`src/design/mm3_pkg.sv`:
```
// Shared types and constants for the 3x3 fixed-point matrix multiplier.
package mm3_pkg;

  localparam int unsigned DATA_W = 32;
  localparam int unsigned PROD_W = 64;
  localparam int unsigned IDX_OUT_W = 2;

  localparam logic [DATA_W-1:0] SAT_MAX = 32'h7fff_ffff;
  localparam logic [DATA_W-1:0] SAT_MIN = 32'h8000_0000;

  // Controller states
  typedef enum logic {
    ST_LOAD,
    ST_COMPUTE
  } mm3_state_e;

  // Shift enables for one storage cell
  typedef struct packed {
    logic a_en;
    logic b_en;
  } mm3_cell_ctrl_t;

  // Tag traveling with each multiply-accumulate step
  typedef struct packed {
    logic                 valid;
    logic                 first;     // first term of a dot product
    logic                 last;      // last term of a dot product
    logic [IDX_OUT_W-1:0] row;
    logic [IDX_OUT_W-1:0] col;
    logic                 last_elem; // final element of the product matrix
  } mm3_tag_t;

endpackage

```
`src/design/mm3_cell.sv`:
```
// One storage cell of a lane: holds an A word and a B word, shifts toward the lane head.
module mm3_cell (
  input  logic                          clk_i,
  input  mm3_pkg::mm3_cell_ctrl_t       ctrl_i,
  input  logic signed [mm3_pkg::DATA_W-1:0] a_i,
  input  logic signed [mm3_pkg::DATA_W-1:0] b_i,
  output logic signed [mm3_pkg::DATA_W-1:0] a_o,
  output logic signed [mm3_pkg::DATA_W-1:0] b_o
);
  import mm3_pkg::*;

  logic signed [DATA_W-1:0] a_q;
  logic signed [DATA_W-1:0] b_q;

  // A and B words shift independently
  always_ff @(posedge clk_i) begin
    if (ctrl_i.a_en) begin
      a_q <= a_i;
    end
    if (ctrl_i.b_en) begin
      b_q <= b_i;
    end
  end

  assign a_o = a_q;
  assign b_o = b_q;

endmodule

```
`src/design/mm3_mac.sv`:
```
// Multiply-accumulate unit: 32x32 product, full-width sum, shift and saturate.
module mm3_mac #(
  parameter int unsigned DIM       = 3,
  parameter int unsigned FRAC_BITS = 16
) (
  input  logic                              clk_i,
  input  logic                              rst_ni,
  input  logic                              en_i,
  input  mm3_pkg::mm3_tag_t                 tag_i,
  input  logic signed [mm3_pkg::DATA_W-1:0] a_i,
  input  logic signed [mm3_pkg::DATA_W-1:0] b_i,
  output logic                              res_valid_o,
  output mm3_pkg::mm3_tag_t                 res_tag_o,
  output logic        [mm3_pkg::DATA_W-1:0] res_data_o
);
  import mm3_pkg::*;

  localparam int unsigned ACC_W = PROD_W + $clog2(DIM);

  mm3_tag_t                 prod_tag_q;
  logic signed [PROD_W-1:0] prod_q;
  mm3_tag_t                 acc_tag_q;
  logic signed [ACC_W-1:0]  acc_q;
  logic signed [ACC_W-1:0]  prod_ext;
  logic signed [ACC_W-1:0]  acc_sh;
  logic                     fits;

  // Tag pipeline
  always_ff @(posedge clk_i or negedge rst_ni) begin
    if (!rst_ni) begin
      prod_tag_q <= '0;
      acc_tag_q  <= '0;
    end else if (en_i) begin
      prod_tag_q <= tag_i;
      acc_tag_q  <= prod_tag_q;
    end
  end

  assign prod_ext = {{(ACC_W-PROD_W){prod_q[PROD_W-1]}}, prod_q};

  // Multiply, then accumulate
  always_ff @(posedge clk_i) begin
    if (en_i) begin
      prod_q <= a_i * b_i;
      if (prod_tag_q.valid) begin
        acc_q <= prod_tag_q.first ? prod_ext : acc_q + prod_ext;
      end
    end
  end

  // Arithmetic shift (floor), then saturate to 32 bits
  always_comb begin
    acc_sh = acc_q >>> FRAC_BITS;
    fits   = (&acc_sh[ACC_W-1:DATA_W-1]) || (~|acc_sh[ACC_W-1:DATA_W-1]);
    if (fits) begin
      res_data_o = acc_sh[DATA_W-1:0];
    end else begin
      res_data_o = acc_sh[ACC_W-1] ? SAT_MIN : SAT_MAX;
    end
  end

  assign res_valid_o = acc_tag_q.valid && acc_tag_q.last;
  assign res_tag_o   = acc_tag_q;

endmodule

```
`src/design/matrix_multiply_3x3.sv`:
```
// Top level: lanes of storage cells, issue sequencer, MAC pipeline and output register.
//
// Usage: multiplies two DIM x DIM matrices in signed fixed point (FRAC_BITS fraction bits).
// Input channel (in_valid_i / in_stall_o) carries one element of A and one of B per
// transfer, both row-major. in_stall_o is high while the block works on a loaded pair.
// After the DIM*DIM-th transfer, the product is computed on a single shared multiplier,
// one multiply-accumulate per cycle unless out_stall_i holds a full output register.
// Output channel (out_valid_o / out_stall_i) delivers DIM*DIM results row-major with row,
// column and a last mark on the final element. Each result passes the operand registers,
// the product register and the accumulator before it is registered in the output register.
// One result is produced per DIM multiply-accumulates. A new pair cannot be loaded until
// the last multiply-accumulate of the current pair has been issued.
// Each output is the full-width sum of DIM products, shifted right by FRAC_BITS
// (rounding toward minus infinity) and saturated to 32 bits.
// Out_stall_i freezes the compute sequencer and MAC pipeline while the output register
// is full; nothing is lost. Loading of the next pair may overlap draining results.
// Reset (asynchronous, active low) empties the pipeline and returns to loading at element 0.
module matrix_multiply_3x3 #(
  parameter int unsigned DIM       = 3,
  parameter int unsigned FRAC_BITS = 16
) (
  input  logic        clk_i,
  input  logic        rst_ni,
  input  logic        in_valid_i,
  output logic        in_stall_o,
  input  logic [31:0] a_element_i,
  input  logic [31:0] b_element_i,
  output logic        out_valid_o,
  input  logic        out_stall_i,
  output logic [31:0] product_element_o,
  output logic [1:0]  out_row_o,
  output logic [1:0]  out_col_o,
  output logic        last_element_o
);
  import mm3_pkg::*;

  localparam int unsigned IDX_W = $clog2(DIM);
  localparam logic [IDX_W-1:0] IDX_LAST = IDX_W'(DIM - 1);

  mm3_state_e state_q, state_d;

  logic [IDX_W-1:0] load_row_q, load_row_d;
  logic [IDX_W-1:0] load_col_q, load_col_d;
  logic [IDX_W-1:0] r_q, r_d;
  logic [IDX_W-1:0] c_q, c_d;
  logic [IDX_W-1:0] i_q, i_d;

  logic load_fire;
  logic loading;
  logic en;
  logic issue;
  logic issue_done;

  logic signed [DATA_W-1:0] a_head [DIM];
  logic signed [DATA_W-1:0] b_head [DIM];

  mm3_tag_t                 issue_tag;
  mm3_tag_t                 op_tag_q;
  logic signed [DATA_W-1:0] op_a_q;
  logic signed [DATA_W-1:0] op_b_q;

  logic                     res_valid;
  mm3_tag_t                 res_tag;
  logic        [DATA_W-1:0] res_data;

  logic                     out_valid_q;
  logic        [DATA_W-1:0] product_q;
  logic [IDX_OUT_W-1:0]     row_q;
  logic [IDX_OUT_W-1:0]     col_q;
  logic                     last_q;

  // Handshake and pipeline enable
  assign loading    = (state_q == ST_LOAD);
  assign in_stall_o = !loading;
  assign load_fire  = in_valid_i && !in_stall_o;
  assign en         = !(out_valid_q && out_stall_i);
  assign issue      = (state_q == ST_COMPUTE) && en;
  assign issue_done = (r_q == IDX_LAST) && (c_q == IDX_LAST) && (i_q == IDX_LAST);

  // Storage lanes: lane l holds row l of A and column l of B
  for (genvar l = 0; l < DIM; l++) begin : g_lane
    logic signed [DATA_W-1:0] a_chain [DIM+1];
    logic signed [DATA_W-1:0] b_chain [DIM+1];
    mm3_cell_ctrl_t           ctrl;

    assign ctrl.a_en = (load_fire && (load_row_q == IDX_W'(l))) ||
                       (issue && (r_q == IDX_W'(l)));
    assign ctrl.b_en = (load_fire && (load_col_q == IDX_W'(l))) ||
                       (issue && (c_q == IDX_W'(l)));

    // Tail takes new data while loading, the head word while rotating
    assign a_chain[DIM] = loading ? a_element_i : a_chain[0];
    assign b_chain[DIM] = loading ? b_element_i : b_chain[0];

    for (genvar j = 0; j < DIM; j++) begin : g_cell
      mm3_cell u_cell (
        .clk_i  (clk_i),
        .ctrl_i (ctrl),
        .a_i    (a_chain[j+1]),
        .b_i    (b_chain[j+1]),
        .a_o    (a_chain[j]),
        .b_o    (b_chain[j])
      );
    end

    assign a_head[l] = a_chain[0];
    assign b_head[l] = b_chain[0];
  end

  // Controller and counters
  always_ff @(posedge clk_i or negedge rst_ni) begin
    if (!rst_ni) begin
      state_q    <= ST_LOAD;
      load_row_q <= '0;
      load_col_q <= '0;
      r_q        <= '0;
      c_q        <= '0;
      i_q        <= '0;
    end else begin
      state_q    <= state_d;
      load_row_q <= load_row_d;
      load_col_q <= load_col_d;
      r_q        <= r_d;
      c_q        <= c_d;
      i_q        <= i_d;
    end
  end

  always_comb begin
    state_d    = state_q;
    load_row_d = load_row_q;
    load_col_d = load_col_q;
    r_d        = r_q;
    c_d        = c_q;
    i_d        = i_q;
    unique case (state_q)
      ST_LOAD: begin
        if (load_fire) begin
          if (load_col_q == IDX_LAST) begin
            load_col_d = '0;
            if (load_row_q == IDX_LAST) begin
              load_row_d = '0;
              state_d    = ST_COMPUTE;
            end else begin
              load_row_d = load_row_q + IDX_W'(1);
            end
          end else begin
            load_col_d = load_col_q + IDX_W'(1);
          end
        end
      end
      ST_COMPUTE: begin
        if (issue) begin
          if (i_q == IDX_LAST) begin
            i_d = '0;
            if (c_q == IDX_LAST) begin
              c_d = '0;
              r_d = (r_q == IDX_LAST) ? '0 : r_q + IDX_W'(1);
            end else begin
              c_d = c_q + IDX_W'(1);
            end
          end else begin
            i_d = i_q + IDX_W'(1);
          end
          if (issue_done) begin
            state_d = ST_LOAD;
          end
        end
      end
      default: state_d = ST_LOAD;
    endcase
  end

  // Operand registers: heads of the selected A and B lanes
  always_comb begin
    issue_tag.valid     = (state_q == ST_COMPUTE);
    issue_tag.first     = (i_q == '0);
    issue_tag.last      = (i_q == IDX_LAST);
    issue_tag.row       = IDX_OUT_W'(r_q);
    issue_tag.col       = IDX_OUT_W'(c_q);
    issue_tag.last_elem = (r_q == IDX_LAST) && (c_q == IDX_LAST);
  end

  always_ff @(posedge clk_i or negedge rst_ni) begin
    if (!rst_ni) begin
      op_tag_q <= '0;
    end else if (en) begin
      op_tag_q <= issue_tag;
    end
  end

  always_ff @(posedge clk_i) begin
    if (en) begin
      op_a_q <= a_head[r_q];
      op_b_q <= b_head[c_q];
    end
  end

  mm3_mac #(
    .DIM       (DIM),
    .FRAC_BITS (FRAC_BITS)
  ) u_mac (
    .clk_i       (clk_i),
    .rst_ni      (rst_ni),
    .en_i        (en),
    .tag_i       (op_tag_q),
    .a_i         (op_a_q),
    .b_i         (op_b_q),
    .res_valid_o (res_valid),
    .res_tag_o   (res_tag),
    .res_data_o  (res_data)
  );

  // Output register
  always_ff @(posedge clk_i or negedge rst_ni) begin
    if (!rst_ni) begin
      out_valid_q <= 1'b0;
    end else if (en) begin
      out_valid_q <= res_valid;
    end
  end

  always_ff @(posedge clk_i) begin
    if (en && res_valid) begin
      product_q <= res_data;
      row_q     <= res_tag.row;
      col_q     <= res_tag.col;
      last_q    <= res_tag.last_elem;
    end
  end

  assign out_valid_o       = out_valid_q;
  assign product_element_o = product_q;
  assign out_row_o         = row_q;
  assign out_col_o         = col_q;
  assign last_element_o    = last_q;

  // Last mark only on the bottom-right element
  a_last_pos: assert property (@(posedge clk_i) disable iff (!rst_ni)
    out_valid_o && last_element_o |->
      out_row_o == IDX_OUT_W'(DIM - 1) && out_col_o == IDX_OUT_W'(DIM - 1))
    else $error("last mark on wrong element");

  // Compute starts only with a complete load
  a_load_wrap: assert property (@(posedge clk_i) disable iff (!rst_ni)
    $rose(state_q == ST_COMPUTE) |-> load_row_q == '0 && load_col_q == '0)
    else $error("compute started with partial load");

  // Issue counters rest at zero while loading
  a_issue_idle: assert property (@(posedge clk_i) disable iff (!rst_ni)
    state_q == ST_LOAD |-> r_q == '0 && c_q == '0 && i_q == '0)
    else $error("issue counters not cleared");

  // A held result is never overwritten
  a_out_hold: assert property (@(posedge clk_i) disable iff (!rst_ni)
    out_valid_q && out_stall_i |=> out_valid_q && $stable(product_q) && $stable(last_q))
    else $error("stalled result changed");

endmodule

```
`config.mk`:
```
export PLATFORM = sky130hd
export DESIGN_NAME = matrix_multiply_3x3
export DESIGN_NICKNAME = d
export VERILOG_FILES = /design/src/design/mm3_pkg.sv /design/src/design/mm3_cell.sv /design/src/design/mm3_mac.sv /design/src/design/matrix_multiply_3x3.sv
export SDC_FILE = /design/constraint.sdc
export NUM_CORES = 2
export LEC_CHECK = 0
export BUFFER_PORTS_ARGS = -buffer_cell sky130_fd_sc_hd__buf_2
export CAP_MARGIN = 25
export CORE_ASPECT_RATIO = 1.75
export CORE_MARGIN = 2
export CORE_UTILIZATION = 46
export DETAILED_ROUTE_END_ITERATION = 8
export SLEW_MARGIN = 20
export SYNTH_ARGS = -nofsm -noshare
export SYNTH_HDL_FRONTEND = slang
export SYNTH_SLANG_ARGS = --single-unit
```
`constraint.sdc`:
```
create_clock -name clk_i -period 14.9 [get_ports clk_i]
set_clock_uncertainty 0.05 [all_clocks]
set_input_delay 2.98 -clock clk_i [delete_from_list [all_inputs] [get_ports clk_i]]
set_output_delay 2.98 -clock clk_i [all_outputs]
set_load 0.05 [all_outputs]
```
# == Yosys cells after proc, flatten, opt, wreduce, memory -nomap -nowiden ==
# Cells that the tools add are included.
# word_totals
register_bits,842
out_inout_bits,39
inputBits,68
word_cells,139
# op_classes
add_sub_neg,6
multipliers,1
n_bitwise,4
magnitude_cmp,2
mux,26
eq_ne,9
reduce_logical,41
# ops
cell,count
two-way mux 32 bit,12
binary-select mux 32 bit (select 2 bit),2
adder 66 x 64 -> 66 bit,1
two-way mux 66 bit,1
multiplier 32 x 32 -> 64 bit,1
logical AND 1 bit,19
AND reduction 19 bit,1
OR reduction 19 bit,1
"adder 2 x 1 -> 2 bit, second input constant",5
"== test 2 bit, second input constant",5
logical NOT 2 bit,5
two-way mux 2 bit,5
"== test 2 x 1 -> 1 bit, second input constant",4
logical OR 1 bit,7
"greater-or-equal comparator 3 bit, second input constant",2
NOT 2 -> 3 bit,2
AND reduction 2 bit,3
AND reduction 3 bit,2
two-way mux 1 bit,5
AND reduction 4 bit,1
logical NOT 1 bit,2
NOT 1 bit,2
case mux 1 bit (2 select lines),1

# == Longest topological paths before layout ==
# depth
word_depth,6
mapped_depth,29
mapped_depth_nobuf,28

# == Cells and area by module ==
# From an unflattened synthesis, not the netlist that was laid out.
# hier_totals
hier_cells,6303
area_unflattened_um2,70217.3
# by_module_without_submodules
mod,n_inst,area_per_inst_um2,seq_area_each_um2,cells_per_inst
mm3_mac,1,45702.6,4304.1,4846
mm3_cell,9,1921.8,1921.8,64
matrix_multiply_3x3,1,7218.2,3533.4,881

# == Worst setup path after synthesis ==
# OpenSTA, ideal clock, no wires.
# synth_path
kind,input to register
from,input out_stall_i
to,register g_lane[0].g_cell[0].u_cell.b_q[0] (enable)
path_buffers,0
setup_slack_ps,3701
required_ps,14158
setup_ps,692
stages,4
arrival_time_ps,10457
cell_sequence,and2_1 > clkinv_1 > nand2_1 > o31ai_1
# synth_lines
element,line_no,text
"start, declared",matrix_multiply_3x3.sv:29,"input logic out_stall_i,"
"end signal, assigned",mm3_cell.sv:21,b_q <= b_i;
"end, declared",mm3_cell.sv:13,logic signed [DATA_W-1:0] b_q;

# == Final worst setup path ==
# layout_path
from,register op_b_q[5]
to,register u_mac.prod_q[63] (data pin)
# layout_between
elab_chain_cells,1
# layout_rtl
element,line_no,text
"start, declared",matrix_multiply_3x3.sv:60,logic signed [DATA_W-1:0] op_b_q;
"start signal, assigned",matrix_multiply_3x3.sv:195,op_b_q <= b_head[c_q];
multiplier 32 x 32 -> 64 bit,mm3_mac.sv:44,prod_q <= a_i * b_i;
"end signal, assigned",mm3_mac.sv:44,
"end, declared",mm3_mac.sv:21,logic signed [PROD_W-1:0] prod_q;
# Every way passes these cells.
# A chain may end at the register's enable or synchronous reset.

==> report_table.html <==
<table>
<tr><th>Metric</th><th>Value</th></tr>
<tr><th colspan="2">Run status</th></tr>
<tr><td>Run status</td><td>finished clean</td></tr>
<tr><th colspan="2">Clocking</th></tr>
<tr><td>Clock transition at the register clock pins on the worst setup and hold paths after CTS</td><td>approximately 0.07 ns</td></tr>
<tr><td>Clock insertion delay at the later pin of the skew report</td><td>0.70 ns</td></tr>
<tr><td>Clock Sink Count</td><td>842</td></tr>
<tr><td>Buffers inserted during post-CTS setup optimization</td><td>0</td></tr>
<tr><td>Clock tree from TritonCTS</td><td>done</td></tr>
<tr><td>Bufs on Longest Clock Path</td><td>3</td></tr>
<tr><td>Maximum level of the CTS H-tree</td><td>3</td></tr>
<tr><td>Number of buffers created by CTS</td><td>79</td></tr>
<tr><td>Hold-fix buffers, CTS</td><td>0</td></tr>
<tr><td>Number of gates resized after CTS</td><td>0</td></tr>
<tr><td>Clock root cell</td><td>sky130_fd_sc_hd__clkbuf_16</td></tr>
<tr><th colspan="2">Synth</th></tr>
<tr><td>Share of the yosys chip area belonging to registers</td><td>a little over a third</td></tr>
<tr><td>Cell types with the highest counts after synthesis</td><td>1,157 x sky130_fd_sc_hd__nand2_1, 1,083 x sky130_fd_sc_hd__fa_1, 1,026 x sky130_fd_sc_hd__inv_1</td></tr>
<tr><td>Most numerous cell in the Yosys netlist</td><td>sky130_fd_sc_hd__nand2_1</td></tr>
<tr><td>Count of mapped cells out of synthesis</td><td>6,291</td></tr>
<tr><td>Post-synthesis net count</td><td>7,691</td></tr>
<tr><td>Portion of synthesized cell area occupied by the leading cell type</td><td>roughly a third</td></tr>
<tr><td>Main area contributors after synthesis</td><td>sky130_fd_sc_hd__edfxtp_1 35%, sky130_fd_sc_hd__fa_1 31%, sky130_fd_sc_hd__nand2_1 6.2%</td></tr>
<tr><td>Mean instance size in the synthesized netlist</td><td>11.09 um2</td></tr>
<tr><td>Area of the mapped netlist</td><td>69,790 um2</td></tr>
<tr><td>Total number of yosys warnings</td><td>0</td></tr>
<tr><td>Synth cell types</td><td>71</td></tr>
<tr><td>Predominant post-synthesis flop cell</td><td>sky130_fd_sc_hd__edfxtp_1</td></tr>
<tr><td>Async set-reset flop share out of synthesis</td><td>4.157%</td></tr>
<tr><td>Number of synthesized register bits</td><td>842</td></tr>
<tr><td>Number of synthesized flops with an enable pin</td><td>807</td></tr>
<tr><td>Cell type contributing the most total cell area after synthesis</td><td>sky130_fd_sc_hd__edfxtp_1</td></tr>
<tr><th colspan="2">STA</th></tr>
<tr><td>Count of final hold-check violations</td><td>0</td></tr>
<tr><td>Final-report max-slew violation count</td><td>0</td></tr>
<tr><td>RSZ-0062 raised after global routing</td><td>false</td></tr>
<tr><td>Final critical-path share of the clock period</td><td>60.79%</td></tr>
<tr><td>Total setup violations reported at the end of the flow</td><td>0</td></tr>
<tr><td>Post-route setup slack</td><td>5.843 ns</td></tr>
<tr><td>Shortest clock period the worst path allows after layout</td><td>9.057 ns</td></tr>
<tr><td>Total negative slack for setup checks</td><td>0 ns</td></tr>
<tr><td>Maximum clock frequency</td><td>between 0.1 and 0.15 GHz</td></tr>
<tr><td>Actual transition at the worst max-transition pin</td><td>1.047 ns</td></tr>
<tr><td>Headroom to the max-slew limit</td><td>30.20%</td></tr>
<tr><th colspan="2">Setup path</th></tr>
<tr><td>Slowest CP cell</td><td>sky130_fd_sc_hd__fa_1</td></tr>
<tr><td>Setup CP Type</td><td>flip-flop to flip-flop</td></tr>
<tr><td>Data arrival time of the critical path</td><td>9.43 ns</td></tr>
<tr><td>CP Capture Type</td><td>flip-flop</td></tr>
<tr><td>Stage delay of the slowest cell on the critical path</td><td>0.97 ns</td></tr>
<tr><td>Kind of start point of the critical path</td><td>flip-flop</td></tr>
<tr><td>WP data required</td><td>15.28 ns</td></tr>
<tr><td>Maximum net fanout on the critical path</td><td>32</td></tr>
<tr><td>Most Frequent Cell on Critical Path</td><td>sky130_fd_sc_hd__fa_1</td></tr>
<tr><th colspan="2">Routing</th></tr>
<tr><td>Routed met3 length</td><td>about 9500 um</td></tr>
<tr><td>Initial DRC count</td><td>2,884</td></tr>
<tr><td>Detailed-route vias per instance</td><td>5.335</td></tr>
<tr><td>Routed WL per cell</td><td>21.59 um</td></tr>
<tr><td>Top sig layer</td><td>met5</td></tr>
<tr><td>Number of remaining DRC errors</td><td>0</td></tr>
<tr><td>Met2 Routed Length</td><td>94,480 um</td></tr>
<tr><td>Post-Route WL</td><td>180,400 um</td></tr>
<tr><td>Number of detailed-route iterations in the first pass</td><td>5</td></tr>
<tr><td>Post-route ant nets</td><td>0</td></tr>
<tr><td>Total via count in the routed design</td><td>44,570</td></tr>
<tr><td>Routed met1 length</td><td>66,620 um</td></tr>
<tr><th colspan="2">Global route</th></tr>
<tr><td>Maximum number of pins on one net before global-route repair</td><td>95</td></tr>
<tr><td>Number of global-route vias before repair</td><td>49,140</td></tr>
<tr><td>Initial antenna violation count</td><td>3</td></tr>
<tr><td>First-pass GRT wire length</td><td>280,400 um</td></tr>
<tr><td>Remaining global-route overflow</td><td>0</td></tr>
<tr><td>Tot GR Track Use</td><td>23.74%</td></tr>
<tr><th colspan="2">Layout</th></tr>
<tr><td>Fillers</td><td>13,640</td></tr>
<tr><td>Layout cells sized above 1</td><td>under 10%</td></tr>
<tr><td>Area delta synth-&gt;final</td><td>7.849%</td></tr>
<tr><td>Total number of nets in the final design</td><td>7,680</td></tr>
<tr><th colspan="2">Hold path</th></tr>
<tr><td>Tightest Hold Check Type</td><td>flip-flop to flip-flop</td></tr>
<tr><th colspan="2">Floorplan</th></tr>
<tr><td>Die X</td><td>298.4 um</td></tr>
<tr><td>Effective utilization at floorplan</td><td>46.18%</td></tr>
<tr><td>Number of rows in the core area</td><td>between 150 and 200</td></tr>
<tr><td>Core footprint</td><td>151,100 um2</td></tr>
<tr><td>Die area</td><td>155,000 um2</td></tr>
<tr><td>Num ports</td><td>around 110</td></tr>
<tr><td>Y dimension of the die</td><td>519.3 um</td></tr>
<tr><th colspan="2">Flow run</th></tr>
<tr><td>Max Cap Violations</td><td>0</td></tr>
<tr><th colspan="2">Placed design</th></tr>
<tr><td>HPWL after detailed placement</td><td>129,100 um</td></tr>
<tr><td>Last weighted congestion value of the routability-driven placer</td><td>0.9089</td></tr>
<tr><td>Number of buffers inserted by port buffering</td><td>106</td></tr>
<tr><td>Worst Setup Slack post-DPL</td><td>around 5.6 ns</td></tr>
</table>
==> path summary, 6_finish.rpt <==
path	cells after the start	end	slack (ns)	startpoint
setup / recovery	28	u_mac.prod_q[63]$_DFFE_PN_	5.84	op_b_q[5]$_DFFE_PN_
hold / removal	0	g_lane[0].g_cell[1].u_cell.a_o[5]$_DFFE_PP_	0.35	g_lane[0].g_cell[2].u_cell.a_o[5]$_DFFE_PP_
setup reg to reg	28	u_mac.prod_q[63]$_DFFE_PN_	5.84	op_b_q[5]$_DFFE_PN_
hold reg to reg	0	g_lane[0].g_cell[1].u_cell.a_o[5]$_DFFE_PP_	0.35	g_lane[0].g_cell[2].u_cell.a_o[5]$_DFFE_PP_
max in group asynchronous	1	u_mac.prod_tag_q[6]$_DFFE_PN0N_	11.88	rst_ni
min in group asynchronous	1	u_mac.res_tag_o[1]$_DFFE_PN0N_	2.32	rst_ni
==> metal layers <==
layer	vias up	track usage (%)
met1	22890	27.51
met2	1408	43.01
li1	19760	-
met3	508	3.050
met4	2	11.71
met5	-	0
==> cells by family after synthesis <==
logic type,synth area share (%)
compound gates,5.467
xor+xnor,1.519
fa+ha+maj,35.53
buf+inv,7.091
flops,35.98
mux,1.013
simple gates,13.40
==> critical path, delay by kind of cell (launching register included) <==
kind / cells / cell delay, ns
adders and majority gates: 9 / 4.87
buffers and inverters: 8 / 1.59
AOI/OAI and AO/OA: 7 / 1.52
DFF: 1 / 0.33
and+or+nand+nor: 3 / 0.32
xor gates and xnor gates: 1 / 0.08
==> state kept, by name, indices dropped and copies added, names as in the netlist, 7 cells and up <==
register / cells
op_a_q: 32
op_tag_q: 8
u_mac.res_tag_o: 7
product_element_o: 32
g_lane.g_cell.u_cell.b_o: 288
u_mac.prod_q: 64
op_b_q: 32
g_lane.g_cell.u_cell.a_o: 288
u_mac.prod_tag_q: 8
u_mac.acc_q: 66
==> cells in the final DEF (no fill, tap or decap), drive strengths merged, types with 6 or more instances in the layout <==
cell type     n
a2111oi       7
a211oi       16
a21o         99
a21oi       134
a221o         6
a31oi        17
and2        501
and3         30
buf         199
bufinv        6
clkbuf      101
clkinv       34
dfrtp        35
diode         7
edfxtp      807
fa         1083
ha          249
inv        1027
mux2i        65
nand2      1157
nand2b       96
nand3        34
nand4        20
nor2        102
nor2b         7
nor3         28
nor4          9
o211ai       15
o21a         21
o21ai       196
o21bai       28
o31ai        20
or3           6
xnor2        77
xor2         44
==> cell type report <==
| type | count | area, um2 | area share, % |
|---|---|---|---|
| diodes | 7 | 17.52 | 0.02327 |
| clock inverters | 42 | 514.2 | 0.6833 |
| multi-input cells | 4131 | 39830 | 52.92 |
| well taps | 2005 | 2509 | 3.333 |
| repair buffers | 199 | 1292 | 1.717 |
| inverters | 1027 | 3860 | 5.129 |
| clock buffers | 101 | 2121 | 2.818 |
| flip-flops and latches | 842 | 25120 | 33.38 |
==> stage by stage <==
stage               area [um2]  std cells  util, %  hold slack [ns]
floorplan                69790       6291        -           0.3503
global placement         72510       8199    47.99           0.3508
detailed placement       72510       8199    47.99           0.3545
CTS                      75140       8342    49.73           0.3512
global route             75250       8348    49.80           0.3545
finish                   75260       8354    49.81           0.3523
Power is left out: the tool's default activity adds up to more than one toggle a clock period on the data nets, which glitch-free logic cannot reach.
